[src/rtl/parity_crc_frame_serializer_core_assert.svh]
// Assertion macros shared by the serializer RTL.
`ifndef PARITY_CRC_FRAME_SERIALIZER_CORE_ASSERT_SVH
`define PARITY_CRC_FRAME_SERIALIZER_CORE_ASSERT_SVH

`ifndef SYNTHESIS
`define PCFS_ASSERT_IMPLIES(label, clk, rst_n, ante, cons) \
    label: assert property (@(posedge clk) disable iff (!rst_n) (ante) |-> (cons)) \
        else $error("serializer check failed in the same cycle");
`define PCFS_ASSERT_NEXT(label, clk, rst_n, ante, cons) \
    label: assert property (@(posedge clk) disable iff (!rst_n) (ante) |=> (cons)) \
        else $error("serializer check failed one cycle later");
`else
`define PCFS_ASSERT_IMPLIES(label, clk, rst_n, ante, cons)
`define PCFS_ASSERT_NEXT(label, clk, rst_n, ante, cons)
`endif

`endif

[src/rtl/pcfs_pkg.sv]
// Types, constants and the CRC byte update for the parity/CRC frame serializer.
package pcfs_pkg;

    localparam int CharW      = 7;
    localparam int ByteBits   = 8;
    localparam int CrcW       = 16;
    localparam int FrameBits  = ByteBits + CrcW;
    localparam int LeftW      = $clog2(FrameBits + 1);
    localparam int QueueDepth = 2;
    localparam int PtrW       = (QueueDepth > 1) ? $clog2(QueueDepth) : 1;
    localparam int CntW       = $clog2(QueueDepth + 1);

    localparam logic [CrcW-1:0] CrcInitial  = 16'h0000;
    localparam logic [CrcW-1:0] CrcPolyInit = 16'h8005;

    typedef enum logic [0:0] {
        REG_PARITY_ODD = 1'b0,
        REG_CRC_POLY   = 1'b1
    } cfg_reg_t;

    typedef struct packed {
        logic [CharW-1:0] char_value;
        logic             in_payload;
        logic             end_of_frame;
    } char_item_t;

    typedef struct packed {
        logic line_bit;
        logic last_of_run;
    } bit_item_t;

    // One queued job: the framed byte, and the CRC to send after it if any.
    typedef struct packed {
        logic                send_crc;
        logic [CrcW-1:0]     crc;
        logic [ByteBits-1:0] frame_byte;
    } job_t;

    typedef struct packed {
        logic            valid;
        job_t            job;
        logic [CntW-1:0] count;
    } queue_status_t;

    typedef struct packed {
        logic busy;
    } back_status_t;

    // MSB-first CRC update over one byte, no reflection.
    function automatic logic [CrcW-1:0] crc_feed(input logic [CrcW-1:0]     r,
                                                 input logic [ByteBits-1:0] b,
                                                 input logic [CrcW-1:0]     poly);
        logic [CrcW-1:0] v;
        v = r ^ {b, {(CrcW-ByteBits){1'b0}}};
        for (int k = 0; k < ByteBits; k++)
        begin
            if (v[CrcW-1])
                v = (v << 1) ^ poly;
            else
                v = v << 1;
        end
        return v;
    endfunction

endpackage

[src/rtl/pcfs_front.sv]
// Front end: configuration registers, parity insertion and the running CRC.
module pcfs_front
    import pcfs_pkg::*;
(
    input  logic                clk,
    input  logic                rst_n,
    input  logic                cfg_we,
    input  logic [0:0]          cfg_index,
    input  logic [CrcW-1:0]     cfg_data,
    input  logic                char_valid,
    input  logic                char_stall,
    input  char_item_t          char_item,
    output logic                push_valid,
    output job_t                push_job
);

    logic            parity_odd_reg;
    logic [CrcW-1:0] crc_poly_reg;
    logic [CrcW-1:0] crc_reg;
    logic [CrcW-1:0] crc_next;
    logic [CrcW-1:0] crc_fed;
    logic            set_bit;
    logic [ByteBits-1:0] frame_byte;
    logic            accept;
    logic            send_crc;

    assign accept     = char_valid && !char_stall;
    // Odd sense sets bit 7 when the seven character bits hold an even count of ones.
    assign set_bit    = parity_odd_reg ? ~(^char_item.char_value) : (^char_item.char_value);
    assign frame_byte = {set_bit, char_item.char_value};
    assign crc_fed    = crc_feed(crc_reg, frame_byte, crc_poly_reg);
    assign send_crc   = char_item.in_payload && char_item.end_of_frame;

    always_comb
    begin
        crc_next = crc_reg;
        if (accept && char_item.in_payload)
            crc_next = send_crc ? CrcInitial : crc_fed;
    end

    always_ff @(posedge clk or negedge rst_n)
    begin
        if (!rst_n)
        begin
            parity_odd_reg <= 1'b1;
            crc_poly_reg   <= CrcPolyInit;
            crc_reg        <= CrcInitial;
        end
        else
        begin
            crc_reg <= crc_next;
            if (cfg_we)
            begin
                case (cfg_reg_t'(cfg_index))
                    REG_PARITY_ODD: parity_odd_reg <= cfg_data[0];
                    REG_CRC_POLY:   crc_poly_reg   <= cfg_data;
                    default:        ;
                endcase
            end
        end
    end

    assign push_valid          = char_valid;
    assign push_job.send_crc   = send_crc;
    assign push_job.crc        = crc_fed;
    assign push_job.frame_byte = frame_byte;

endmodule

[src/rtl/pcfs_queue.sv]
// Short job queue between the front end and the bit serializer.
module pcfs_queue
    import pcfs_pkg::*;
(
    input  logic          clk,
    input  logic          rst_n,
    input  logic          push_valid,
    input  job_t          push_job,
    output logic          full,
    input  logic          pop,
    output queue_status_t status
);

    job_t            entry_reg [QueueDepth];
    logic [PtrW-1:0] wr_ptr_reg;
    logic [PtrW-1:0] wr_ptr_next;
    logic [PtrW-1:0] rd_ptr_reg;
    logic [PtrW-1:0] rd_ptr_next;
    logic [CntW-1:0] count_reg;
    logic [CntW-1:0] count_next;
    logic            do_push;
    logic            do_pop;

    assign full    = (count_reg == CntW'(QueueDepth));
    assign do_push = push_valid && !full;
    assign do_pop  = pop && (count_reg != '0);

    always_comb
    begin
        wr_ptr_next = wr_ptr_reg;
        rd_ptr_next = rd_ptr_reg;
        count_next  = count_reg;
        if (do_push)
            wr_ptr_next = (wr_ptr_reg == PtrW'(QueueDepth - 1)) ? '0 : wr_ptr_reg + 1'b1;
        if (do_pop)
            rd_ptr_next = (rd_ptr_reg == PtrW'(QueueDepth - 1)) ? '0 : rd_ptr_reg + 1'b1;
        if (do_push && !do_pop)
            count_next = count_reg + 1'b1;
        else if (do_pop && !do_push)
            count_next = count_reg - 1'b1;
    end

    always_ff @(posedge clk or negedge rst_n)
    begin
        if (!rst_n)
        begin
            wr_ptr_reg <= '0;
            rd_ptr_reg <= '0;
            count_reg  <= '0;
        end
        else
        begin
            wr_ptr_reg <= wr_ptr_next;
            rd_ptr_reg <= rd_ptr_next;
            count_reg  <= count_next;
        end
    end

    always_ff @(posedge clk)
    begin
        if (do_push)
            entry_reg[wr_ptr_reg] <= push_job;
    end

    assign status.valid = (count_reg != '0);
    assign status.job   = entry_reg[rd_ptr_reg];
    assign status.count = count_reg;

endmodule

[src/rtl/pcfs_back.sv]
// Back end: shifts jobs out one bit per cycle unless stalled, via an output register.
module pcfs_back
    import pcfs_pkg::*;
(
    input  logic          clk,
    input  logic          rst_n,
    input  queue_status_t queue,
    output logic          pop,
    output logic          bit_valid,
    input  logic          bit_stall,
    output bit_item_t     bit_item,
    output back_status_t  status
);

    logic [FrameBits-1:0] sh_reg;
    logic [FrameBits-1:0] sh_next;
    logic [LeftW-1:0]     left_reg;
    logic [LeftW-1:0]     left_next;
    logic                 out_valid_reg;
    logic                 out_valid_next;
    bit_item_t            out_item_reg;
    bit_item_t            out_item_next;
    logic                 out_free;
    logic                 emit;
    logic                 refill;

    assign out_free = !out_valid_reg || !bit_stall;
    assign emit     = out_free && (left_reg != '0);
    // A new job loads as the previous one hands off its final bit, so runs stay gapless.
    assign refill   = queue.valid && ((left_reg == '0) || ((left_reg == LeftW'(1)) && emit));
    assign pop      = refill;

    always_comb
    begin
        sh_next   = sh_reg;
        left_next = left_reg;
        if (emit)
        begin
            sh_next   = sh_reg >> 1;
            left_next = left_reg - 1'b1;
        end
        if (refill)
        begin
            // Byte first, then the CRC high byte, then the low byte, each LSB first.
            sh_next   = {queue.job.crc[ByteBits-1:0], queue.job.crc[CrcW-1:ByteBits],
                         queue.job.frame_byte};
            left_next = queue.job.send_crc ? LeftW'(FrameBits) : LeftW'(ByteBits);
        end
    end

    always_comb
    begin
        out_valid_next = out_valid_reg;
        out_item_next  = out_item_reg;
        if (emit)
        begin
            out_valid_next            = 1'b1;
            out_item_next.line_bit    = sh_reg[0];
            out_item_next.last_of_run = (left_reg == LeftW'(1));
        end
        else if (out_free)
        begin
            out_valid_next = 1'b0;
        end
    end

    always_ff @(posedge clk or negedge rst_n)
    begin
        if (!rst_n)
        begin
            left_reg      <= '0;
            out_valid_reg <= 1'b0;
        end
        else
        begin
            left_reg      <= left_next;
            out_valid_reg <= out_valid_next;
        end
    end

    always_ff @(posedge clk)
    begin
        sh_reg       <= sh_next;
        out_item_reg <= out_item_next;
    end

    assign bit_valid   = out_valid_reg;
    assign bit_item    = out_item_reg;
    assign status.busy = (left_reg != '0);

endmodule

[src/rtl/parity_crc_frame_serializer_core.sv]
// Top level of the parity/CRC frame serializer.
//
// Characters arrive on the char channel (char_valid, char_stall, char_item); a transfer
// happens on a clock edge with char_valid high and char_stall low. Each character gets
// its parity bit in bit 7 and leaves as eight line bits on the bit channel, LSB first.
// A payload character marked end of frame is followed by the 16 CRC bits, high byte
// first, so it produces 24 bits; last_of_run marks the final bit of each character.
// The first bit passes from the queue entry through the shifter to the output register
// when the back end is idle. The line runs at one bit per cycle while bit_stall is low;
// the bit-serial output register sets that rate. A two-entry job queue lets the
// next character be taken while the current one is still shifting out.
// cfg_we writes register cfg_index (0 parity sense, 1 CRC polynomial) from cfg_data.
// Reset sets odd parity, polynomial 0x8005 and a zero CRC, and empties the queue.
// When the receiver holds bit_stall, the current bit stays on the port, the shifter
// pauses, and char_stall rises once the queue is full.
`include "parity_crc_frame_serializer_core_assert.svh"

module parity_crc_frame_serializer_core
    import pcfs_pkg::*;
(
    input  logic            clk,
    input  logic            rst_n,
    input  logic            cfg_we,
    input  logic [0:0]      cfg_index,
    input  logic [CrcW-1:0] cfg_data,
    input  logic            char_valid,
    output logic            char_stall,
    input  char_item_t      char_item,
    output logic            bit_valid,
    input  logic            bit_stall,
    output bit_item_t       bit_item
);

    logic          push_valid;
    job_t          push_job;
    logic          q_full;
    logic          pop;
    queue_status_t q_status;
    back_status_t  b_status;
    logic          char_xfer;
    logic          last_bit_idle;

    assign char_stall = q_full;
    assign char_xfer  = char_valid && !char_stall;

    // Final bit of a run leaves with nothing queued, shifting or arriving behind it.
    assign last_bit_idle = bit_valid && !bit_stall && bit_item.last_of_run &&
                           !q_status.valid && !b_status.busy && !char_xfer;

    pcfs_front u_front (
        .clk        (clk),
        .rst_n      (rst_n),
        .cfg_we     (cfg_we),
        .cfg_index  (cfg_index),
        .cfg_data   (cfg_data),
        .char_valid (char_valid),
        .char_stall (char_stall),
        .char_item  (char_item),
        .push_valid (push_valid),
        .push_job   (push_job)
    );

    pcfs_queue u_queue (
        .clk        (clk),
        .rst_n      (rst_n),
        .push_valid (push_valid),
        .push_job   (push_job),
        .full       (q_full),
        .pop        (pop),
        .status     (q_status)
    );

    pcfs_back u_back (
        .clk       (clk),
        .rst_n     (rst_n),
        .queue     (q_status),
        .pop       (pop),
        .bit_valid (bit_valid),
        .bit_stall (bit_stall),
        .bit_item  (bit_item),
        .status    (b_status)
    );

    // The queue never holds more jobs than it has entries.
    `PCFS_ASSERT_IMPLIES(a_queue_bound, clk, rst_n, 1'b1, q_status.count <= CntW'(QueueDepth))
    // A character transfer always leaves a job in the queue.
    `PCFS_ASSERT_NEXT(a_accept_queued, clk, rst_n, char_xfer, q_status.count != '0)
    // With nothing queued or shifting, the final bit transfer leaves the line idle.
    `PCFS_ASSERT_NEXT(a_idle_after_last, clk, rst_n, last_bit_idle, !bit_valid)

endmodule
[config.mk]
export PLATFORM = sky130hd
export DESIGN_NAME = parity_crc_frame_serializer_core
export DESIGN_NICKNAME = d
export VERILOG_FILES = /design/src/rtl/pcfs_pkg.sv /design/src/rtl/pcfs_front.sv /design/src/rtl/pcfs_queue.sv /design/src/rtl/pcfs_back.sv /design/src/rtl/parity_crc_frame_serializer_core.sv
export VERILOG_INCLUDE_DIRS = /design/src /design/src/rtl
export SDC_FILE = /design/constraint.sdc
export NUM_CORES = 1
export LEC_CHECK = 0
export BUFFER_PORTS_ARGS = -buffer_cell sky130_fd_sc_hd__buf_2
export CORE_ASPECT_RATIO = 2
export CORE_MARGIN = 5
export CORE_UTILIZATION = 45
export DETAILED_ROUTE_END_ITERATION = 10
export GPL_ROUTABILITY_DRIVEN = 1
export PLACE_DENSITY = 0.72
export SKIP_CTS_REPAIR_TIMING = 1
export SLEW_MARGIN = 10
export SYNTH_ARGS = -nofsm -noshare
export SYNTH_HDL_FRONTEND = slang
export SYNTH_SLANG_ARGS = --single-unit
export TNS_END_PERCENT = 1
[constraint.sdc]
create_clock -name clk -period 6.1 [get_ports clk]
set_input_delay 1.22 -clock clk [delete_from_list [all_inputs] [get_ports clk]]
set_output_delay 1.22 -clock clk [all_outputs]
set_load 0.05 [all_outputs]
### Yosys cells after proc, flatten, opt, wreduce, memory -nomap -nowiden

Memories as Yosys holds them, arrays and structs flattened.
Cells that the tools add are included.

* register bits after elaboration: 69
* memory bits (writable): 50
* output and inout port bits: 4
* memories: 1

* muxes and demuxes: 23
* reduce and logical (&&, ||, !) cells: 25
* $add $sub $neg: 5
* equal/unequal tests: 2
* bitwise operators: 11

Memories
* u_queue.entry_reg: depth 2, width 25, read ports 1, clocked after memory_dff 0, write ports 1, RTL line pcfs_queue.sv:14 `job_t entry_reg [QueueDepth];`

Operator list (number)
* two-way mux 16 bit: 9
* XOR 16 bit: 9
* two-way mux 24 bit: 2
* two-way mux 5 bit: 3
* logical AND 1 bit: 9
* nonzero test 2 bit: 4
* two-way mux 1 bit: 7
* parity 7 bit: 1
* == test 5 x 1 -> 1 bit, second input constant: 1
* zero test 1 bit: 5
* zero test 5 bit: 1
* nonzero test 5 bit: 1
* subtractor 5 x 1 -> 5 bit, second input constant: 1
* two-way mux 2 bit: 2
* AND reduction 2 bit: 2
* adder 1 bit, second input constant: 2
* adder 2 x 1 -> 2 bit, second input constant: 1
* == test 2 bit, second input constant: 1
* logical OR 1 bit: 2
* inverter 1 bit: 2
* subtractor 2 x 1 -> 2 bit, second input constant: 1

### Logic depth before layout (Yosys ltp)

Gate-level depths: netlist of run 1.

* depth in word-level cells: 21
* mapped depth: 17
* mapped depth without buffers: 14

### Modules after synthesis

Synthesis of run 1 repeated with hierarchy kept, for this count alone.

* cells, all modules: 717
* area total of the unflattened synthesis: 7967.6 um^2

Modules (own cells, without submodules)
* pcfs_front: area an instance 4389.2 um^2, cells each 528, sequential area each 830.8 um^2, times used 1
* pcfs_queue: area an instance 2105.8 um^2, cells each 97, sequential area each 1601.5 um^2, times used 1
* pcfs_back: area an instance 1472.7 um^2, cells each 92, sequential area each 930.9 um^2, times used 1

### Least setup slack after synthesis of run 1

OpenSTA, ideal clock, no wires.

* path type: input port to flip-flop
* start: input port char_item[7] in the netlist's numbering
* end: memory u_queue.entry_reg[0][22] in the netlist's numbering (data pin)
* required time: 5.838 ns
* arrival time: 4.944 ns
* path slack: 0.894 ns
* buffers on the path: 2
* stages on the path: 15
* path through: buf_2 -> xnor2_2 -> xnor2_4 -> xnor3_1 -> or4_1 -> o31ai_1 -> o221ai_2 -> xnor2_2 -> xor3_1 -> nor4_1 -> a211oi_4 -> xnor2_2 -> buf_2 -> nand2_1 -> xnor2_1

RTL lines
* from (decl): RTL line parity_crc_frame_serializer_core.sv:28 `input char_item_t char_item,`
* to (decl): RTL line pcfs_queue.sv:14

==> impl_metrics.tcl, run 1 <==
set metrics [dict create \
    min_period_ps 5690 \
    worst_pin_slew_ps 1090 \
    gr-usage-all-layers_pct 20.6 \
    antenna_found_initial 0 \
    die-area_mm2 0.0207 \
    overflow 0 \
    ant_nets 0 \
    nets 852 \
    clkSlewWorstSetupHoldPaths_ps 60 \
    clkSinkCount 119 \
    synth.distinct_cells 67 \
    num_antenna_cells 0 \
    r2r_setup_slack_ps 900 \
    netlist_instances 799 \
    tns_ps 0 \
    startpoint "char_item[6]" \
    post-route-util_pct 51.3 \
    cts_tree "built" \
    placementRows 69 \
    dr.pass1.iters 6 \
    fmax_ghz 0.176 \
    synth_edf_count 76 \
    avgViaCountPerCell 6.15 \
    most-common-layout-cells "nand2_1, edfxtp_1, xnor2_1, dfrtp_1, o21ai_0" \
    gp_congestion 0.911 \
    setup_slack_ps 414 \
    min_period_over_period_pct 93.2 \
    cp.required_ps 6250 \
    io_buffers 34 \
    dp_hpwl_um 14600 \
    grt_pass1_wl_um 34300 \
    hold_depth 0 \
    rsz0062_at_grt "no" \
    vias 6413 \
    multi_input_area_mm2 0.00431 \
    async_reset_ff_share_pct 36.1 \
    setup_viol 0 \
    slew_viol_final 0 \
    cp_max_fo 15 \
    worstPathArrival_ps 5840 \
    syn_nets 833 \
    pre_cts_ws_ps 157 \
    wl_um 21100 \
    largest_register_ffs 50 \
    drive_above_1_share_pct 16.3 \
    cts.path.max_buffers 2 \
    wl_per_cell_um 20.2 \
    synth_seq_cells 119 \
    r2r_end "u_queue.entry_reg[1][20]" \
    status "finished clean" \
    io_pins 35 \
    slew_headroom_pct 27.6 \
    synthToLayoutAreaGrowth_pct 13.1 \
    fill_cells 1589 \
    hold_violations 0 \
    yosysWarnings 0 \
    coreArea_mm2 0.0176 \
    cap_violations 0 \
    drcViolationCount 0 \
    die_h_um 198 \
    min-delay-start "u_back.sh_reg[0]" \
    r2r_cells 14 \
    numCtsBuffers 17 \
    grt_pass1_vias 6490 \
    cp-start-kind "input port" \
    seq_area_mm2 0.00336 \
    syn-cell-area_mm2 0.00799 \
    synth_seq_area_share_pct 42.1 \
    htreeDepth 4 \
    root_buffer "clkbuf_16" \
    initial_core_util_pct 45.4 \
    reg2reg_from "u_front.parity_odd_reg" \
    hold_path_class "reg -> reg" \
    drt_iter0_drc 464 \
    hold_path_end "u_back.bit_item[1]" \
    clock_latency_ps 420 \
    worstSetupEndpointType "flop" \
    die-width_um 104 \
    grt_max_degree 55 \
    critPathKind "in -> reg" \
    layout_commonest_cell "nand2_1" \
    avgSynthCellArea_um2 10.0 \
    synth-main-ff-cell "edfxtp_1" \
    finalClockSkew_ps 10.7 \
]
-- synth_stat cells (all sizes together), types with 19 or more instances --
master / count / area [um^2]
edfxtp: 76 / 2280
nor2: 35 / 136
dfrtp: 39 / 976
o21ai: 36 / 180
a2111oi: 22 / 205
mux2i: 30 / 300
xnor2: 72 / 694
inv: 19 / 71.3
clkbuf: 51 / 191
nand3: 26 / 130
a21oi: 28 / 140
mux2: 19 / 214
nand2: 127 / 477
-- cell families after synthesis --
family / count (synthesis) / synth area share [%]
xor gates and xnor gates: 106 / 15.5
muxes: 49 / 6.44
buffers and inverters: 84 / 4.13
adders and majority gates: 3 / 0.470
AOI/OAI and AO/OA: 177 / 16.5
DFF: 119 / 42.1
and+or+nand+nor: 261 / 14.9
-- worst max-delay path, stage by stage --
cell	delay, ps
buf_2	150
xnor2_2	280
xnor2_4	150
xnor3_1	700
nand3_1	210
a222oi_1	760
nor2_2	220
nand3_1	140
mux2i_1	140
or4_1	650
a2111oi_0	690
nor4_1	120
or2_1	280
xnor2_1	140
-- final cells by class --
cell class                      instances  share of cell area, %
Clock buffer                           20                   4.94
Clock inverter                         11                   1.91
Inverter                               20                  0.831
Multi-Input combinational cell        596                   47.6
Sequential cell                       119                   37.2
Tap cell                              213                   2.95
Timing Repair Buffer                   64                   4.51
-- worst max path at each step --
stage	to
2_1_floorplan	u_queue.entry_reg[0][22]
3_3_place_gp	u_queue.entry_reg[0][16]
5_1_grt	u_queue.entry_reg[1][19]
6_report	u_queue.entry_reg[1][20]
3_5_place_dp	u_queue.entry_reg[0][19]
4_1_cts	u_queue.entry_reg[0][19]
-- per-stage QoR --
| stage | hold slack, ps | cells | cell area (um^2) |
|---|---|---|---|
| floorplan | 400 | 799 | 7990 |
| global placement | 436 | 1012 | 8420 |
| detailed placement | 447 | 1012 | 8420 |
| CTS | 460 | 1043 | 9040 |
| global route | 465 | 1043 | 9040 |
| finish | 442 | 1043 | 9040 |
-- layer usage --
| layer | vias up | routed length (um) | GRT usage [%] | share of wire [%] |
|---|---|---|---|---|
| li1 | 2971 | - | - | - |
| met1 | 3145 | 8220 | 24.5 | 39 |
| met2 | 243 | 11100 | 37.5 | 53 |
| met3 | 54 | 1130 | 2.79 | 5.4 |
| met4 | 0 | 610 | 7.93 | 2.9 |
| met5 | - | 0 | 0 | 0 |
Power of run 1 is left out: the tool's default activity adds up to more than one toggle a clock period on the data nets, which glitch-free logic cannot reach.
==> inputs of run 2 (changes only) <==
--- a/config.mk
+++ b/config.mk
@@ -7,7 +7,7 @@
 export NUM_CORES = 1
 export LEC_CHECK = 0
-export BUFFER_PORTS_ARGS = -buffer_cell sky130_fd_sc_hd__buf_2
+export BUFFER_PORTS_ARGS = -buffer_cell sky130_fd_sc_hd__buf_4
 export CORE_ASPECT_RATIO = 2
-export CORE_MARGIN = 5
+export CORE_MARGIN = 3
 export CORE_UTILIZATION = 45
 export DETAILED_ROUTE_END_ITERATION = 10
==> constraint.sdc (replaced) <==
create_clock -name clk -period 6.1 [get_ports clk]
set_input_delay 1.22 -clock clk [delete_from_list [all_inputs] [get_ports clk]]
set_output_delay 1.22 -clock clk [all_outputs]
set_load 0.01 [all_outputs]
==> impl_metrics.tcl, run 2 (synthesis gave the netlist of run 1 again) <==
set metrics [dict create \
    status "finished clean" \
    reg2reg_from "u_front.parity_odd_reg" \
    gp_congestion 0.916 \
    clkSinkCount 119 \
    die-area_mm2 0.0195 \
    cp_common_cell "buf_4" \
    min-delay-start "u_back.sh_reg[0]" \
    worst_hold_slack_ps 418 \
    rsz0062_at_grt "no" \
    die_h_um 194 \
    clock_latency_ps 420 \
    wl_per_cell_um 18.7 \
    wl_um 19500 \
    drive_above_1_share_pct 16.4 \
    r2r_end "u_queue.entry_reg[0][16]" \
    grt_max_degree 55 \
    dpl_cell_area_mm2 0.00850 \
    drt_iter0_drc 597 \
    root_buffer "clkbuf_16" \
    fmax_ghz 0.181 \
    fill_cells 1610 \
    cp.required_ps 6270 \
    numCtsBuffers 17 \
    io_pins 35 \
    hold_depth 0 \
    cp.buffers_inverters 2 \
    gr-usage-all-layers_pct 20.8 \
    ant_nets 0 \
    htreeDepth 4 \
    finalClockSkew_ps 12.9 \
    cts.path.max_buffers 2 \
    most-common-layout-cells "nand2_1, edfxtp_1, xnor2_1, buf_4, dfrtp_1" \
    cpPeakStageDelay_ps 740 \
    overflow 0 \
    fin_area_mm2 0.00906 \
    grt_pass1_vias 6127 \
    cpLargestDelayFamily "compound AO/OA/AOI/OAI gates" \
    slew_viol_final 0 \
    r2r_cells 14 \
    crit_path_cell_trace "buf_4, xnor2_2, xnor2_4, xnor3_1, buf_4, nor3_1, a311oi_1, o41ai_1, and2_1, or4_1, a2111oi_0, nor4_1, or2_1, xnor2_1" \
    hold_violations 0 \
    hold_path_class "reg -> reg" \
    die-width_um 100 \
    synthToLayoutAreaGrowth_pct 13.4 \
    largest_register_ffs 50 \
    avgViaCountPerCell 6.09 \
    worstPathArrival_ps 5710 \
    vias 6323 \
    grt_pass1_wl_um 32000 \
    num_antenna_cells 0 \
    setup_viol 0 \
    slew_headroom_pct 30.9 \
    cp_slowest_cell "a2111oi_0" \
    cap_violations 0 \
    min_period_ps 5540 \
    cp_max_fo 14 \
    worst_pin_slew_ps 1030 \
    initial_core_util_pct 46.0 \
    drcViolationCount 0 \
    nets 849 \
    tns_ps 0 \
    coreArea_mm2 0.0174 \
    io_buffers 34 \
    layout_commonest_cell "nand2_1" \
    hold_path_end "u_back.bit_item[1]" \
    cp-start-kind "input port" \
    antenna_found_initial 0 \
    dp_hpwl_um 13700 \
    min_period_over_period_pct 90.8 \
    critPathKind "in -> reg" \
    worstSetupEndpointType "flop" \
    placementRows 68 \
    cts_tree "built" \
    r2r_setup_slack_ps 1010 \
    dr.pass1.iters 5 \
    clkSlewWorstSetupHoldPaths_ps 60 \
]
-- run 2: changes by cell type in the layout (fill, tap and decap cells not counted), moves of 2 or more --
| cell | previous run | this run |
|---|---|---|
| bufinv_16 | 4 | 0 |
| inv_8 | 0 | 4 |
| clkbuf_1 | 2 | 0 |
| buf_4 | 29 | 59 |
| buf_2 | 34 | 0 |
| inv_6 | 2 | 5 |
-- run 2: metrics by stage --
step | worst slack (ps) | utilization [%] | cells
2_1_floorplan | 894 | - | 799
6_report | 562 | 52.2 | 1038
5_1_grt | 172 | 52.2 | 1038
3_3_place_gp | 343 | 48.9 | 1006
4_1_cts | 611 | 52.2 | 1038
3_5_place_dp | 172 | 48.9 | 1006
-- run 2: how the worst max path moves through the flow --
stage / start / to / slack (ps) / cells past startpoint
final: char_item[6] / u_queue.entry_reg[0][16] / 560 / 14
after global routing: char_item[8] / u_queue.entry_reg[0][16] / 170 / 14
after CTS: char_item[8] / u_queue.entry_reg[1][16] / 610 / 14
after detailed placement: char_item[8] / u_queue.entry_reg[0][16] / 170 / 14
after global placement: char_item[8] / u_queue.entry_reg[0][16] / 340 / 14
after floorplan: char_item[7] / u_queue.entry_reg[0][22] / 890 / 15
-- run 2: layout make-up --
class | count | area [um^2] | share of cell area (%)
clock buffers | 17 | 425 | 4.70
multi-input cells | 596 | 4310 | 47.6
repair buffers | 61 | 483 | 5.33
flip-flops and latches | 119 | 3360 | 37.1
well taps | 210 | 263 | 2.90
clock inverters | 15 | 135 | 1.49
inverters | 20 | 75.1 | 0.829
-- run 2: worst register-to-register path, stage by stage (launching register included) --
cell       delay (ps)
dfstp_2           570
xnor2_1           160
xnor2_1           100
buf_4             160
xnor3_1           580
buf_4             310
nor3_1             70
a311oi_1          540
o41ai_1           140
and2_1            230
or4_1             680
a2111oi_0         740
nor4_1            120
or2_1             290
xnor2_1           150
-- run 2: per-layer routing --
layer	GRT usage [%]	vias to the layer above	part of all wire, %
li1	-	2976	-
met1	23.8	3049	37
met2	35.9	228	53
met3	2.95	70	4.5
met4	12.3	0	5.1
met5	0	-	0
Power of run 2 is left out for the same reason.
==> inputs of run 3 (changes only) <==
CORE_UTILIZATION = 63   (was 45)
MAX_ROUTING_LAYER = met4   (was not set)
PLACE_DENSITY = 0.92   (was 0.72)
==> impl_metrics.tcl, run 3 (synthesis gave the netlist of run 1 again) <==
set metrics [dict create \
    status "finished clean" \
    tns_ps 0 \
    drcViolationCount 0 \
    hold_depth 0 \
    worstSetupEndpointType "flop" \
    initial_core_util_pct 65.1 \
    placementRows 57 \
    wl_um 20900 \
    cp.buffers_inverters 1 \
    grt_pass1_vias 6527 \
    critPathKind "in -> reg" \
    cp-start-kind "input port" \
    gr-usage-all-layers_pct 31.6 \
    nets 848 \
    fill_cells 843 \
    vias 6590 \
    htreeDepth 4 \
    coreArea_mm2 0.0123 \
    min_period_ps 5720 \
    drt_iter0_drc 725 \
    clkSinkCount 119 \
    grt_max_degree 55 \
    drive_above_1_share_pct 16.1 \
    num_antenna_cells 0 \
    die-area_mm2 0.0141 \
    path_depth 14 \
    cp_max_fo 15 \
    pre_cts_ws_ps 170 \
    dr.pass1.iters 5 \
    dp_hpwl_um 14400 \
    layout_commonest_cell "nand2_1" \
    clock_latency_ps 420 \
    rsz0062_at_grt "no" \
    io_pins 35 \
    most-common-layout-cells "nand2_1, edfxtp_1, xnor2_1, buf_4, dfrtp_1" \
    fmax_ghz 0.175 \
    synthToLayoutAreaGrowth_pct 12.1 \
    ant_nets 0 \
    slew_headroom_pct 8.66 \
    io_buffers 34 \
    cpPeakStageDelay_ps 740 \
    cpLargestDelayFamily "XOR/XNOR gates" \
    cts_tree "built" \
    setup_slack_ps 377 \
    hold_violations 0 \
    die-width_um 85.6 \
    wl_per_cell_um 21.5 \
    clkSlewWorstSetupHoldPaths_ps 60 \
    grt_pass1_wl_um 33600 \
    setup_viol 0 \
    largest_register_ffs 50 \
    die_h_um 165 \
    avgViaCountPerCell 6.77 \
    worst_pin_slew_ps 1370 \
    min_period_over_period_pct 93.8 \
    overflow 0 \
    worst_hold_slack_ps 429 \
    gp_congestion 0.954 \
    cp_slowest_cell "or4_1" \
    cp_common_cell "xnor2_1" \
    r2r_cells 13 \
    slew_viol_final 0 \
    crit_path_cell_trace "buf_4, xnor2_1, xnor2_1, xnor3_1, nor2_2, a211oi_1, a22oi_2, xnor2_2, nor4_2, or4_1, a2111oi_0, nor4_1, or2_1, xnor2_1" \
    antenna_found_initial 0 \
    finalClockSkew_ps 10.4 \
    cap_violations 0 \
    numCtsBuffers 17 \
    hold_path_class "reg -> reg" \
    root_buffer "clkbuf_16" \
    cp.required_ps 6330 \
    worstPathArrival_ps 5950 \
    cts.path.max_buffers 2 \
]
[run 3: final timing paths]
| check | start | end | slack (ps) |
|---|---|---|---|
| setup / recovery | char_item[4] | u_queue.entry_reg[1][17] | 380 |
| hold / removal | u_back.sh_reg[0] | u_back.bit_item[1] | 430 |
| setup reg to reg | u_front.parity_odd_reg | u_queue.entry_reg[1][17] | 790 |
| hold reg to reg | u_back.sh_reg[0] | u_back.bit_item[1] | 430 |
| max in group asynchronous | rst_n | u_front.crc_reg[3] | 4860 |
| min in group asynchronous | rst_n | u_queue.count_reg[1] | 820 |
[run 3: worst register-to-register path: stages, from the launching register on]
cell and delay, ps:
dfstp_2 580, xnor2_1 100, xnor2_1 410, xnor3_1 660
nor2_2 140, a211oi_1 280, a22oi_2 160, xnor2_2 440
nor4_2 140, or4_1 740, a2111oi_0 740, nor4_1 180
or2_1 310, xnor2_1 250
[run 3: per-layer routing]
layer,up-vias,global-route usage [%],part of all wire (%)
met5,-,-,0
met4,0,17.1,5.1
met1,3157,34.9,35
li1,2972,-,-
met2,360,54.2,54
met3,101,4.92,6.3
[run 3: area by class of cell]
type | count | area [um^2] | area share (%)
Multi-Input combinational cell | 596 | 4310 | 48.1
Clock inverter | 15 | 141 | 1.58
Sequential cell | 119 | 3360 | 37.5
Inverter | 20 | 75.1 | 0.838
Timing Repair Buffer | 60 | 463 | 5.17
Clock buffer | 17 | 425 | 4.75
Tap cell | 147 | 184 | 2.05
[run 3: through the flow]
step	utilization [%]	area (um^2)	instances
after global routing	73.0	8960	974
after global placement	68.4	8390	942
after detailed placement	68.4	8390	942
after floorplan	-	7990	799
final	73.0	8960	974
after CTS	73.0	8960	974
Power of run 3 is left out for the same reason.
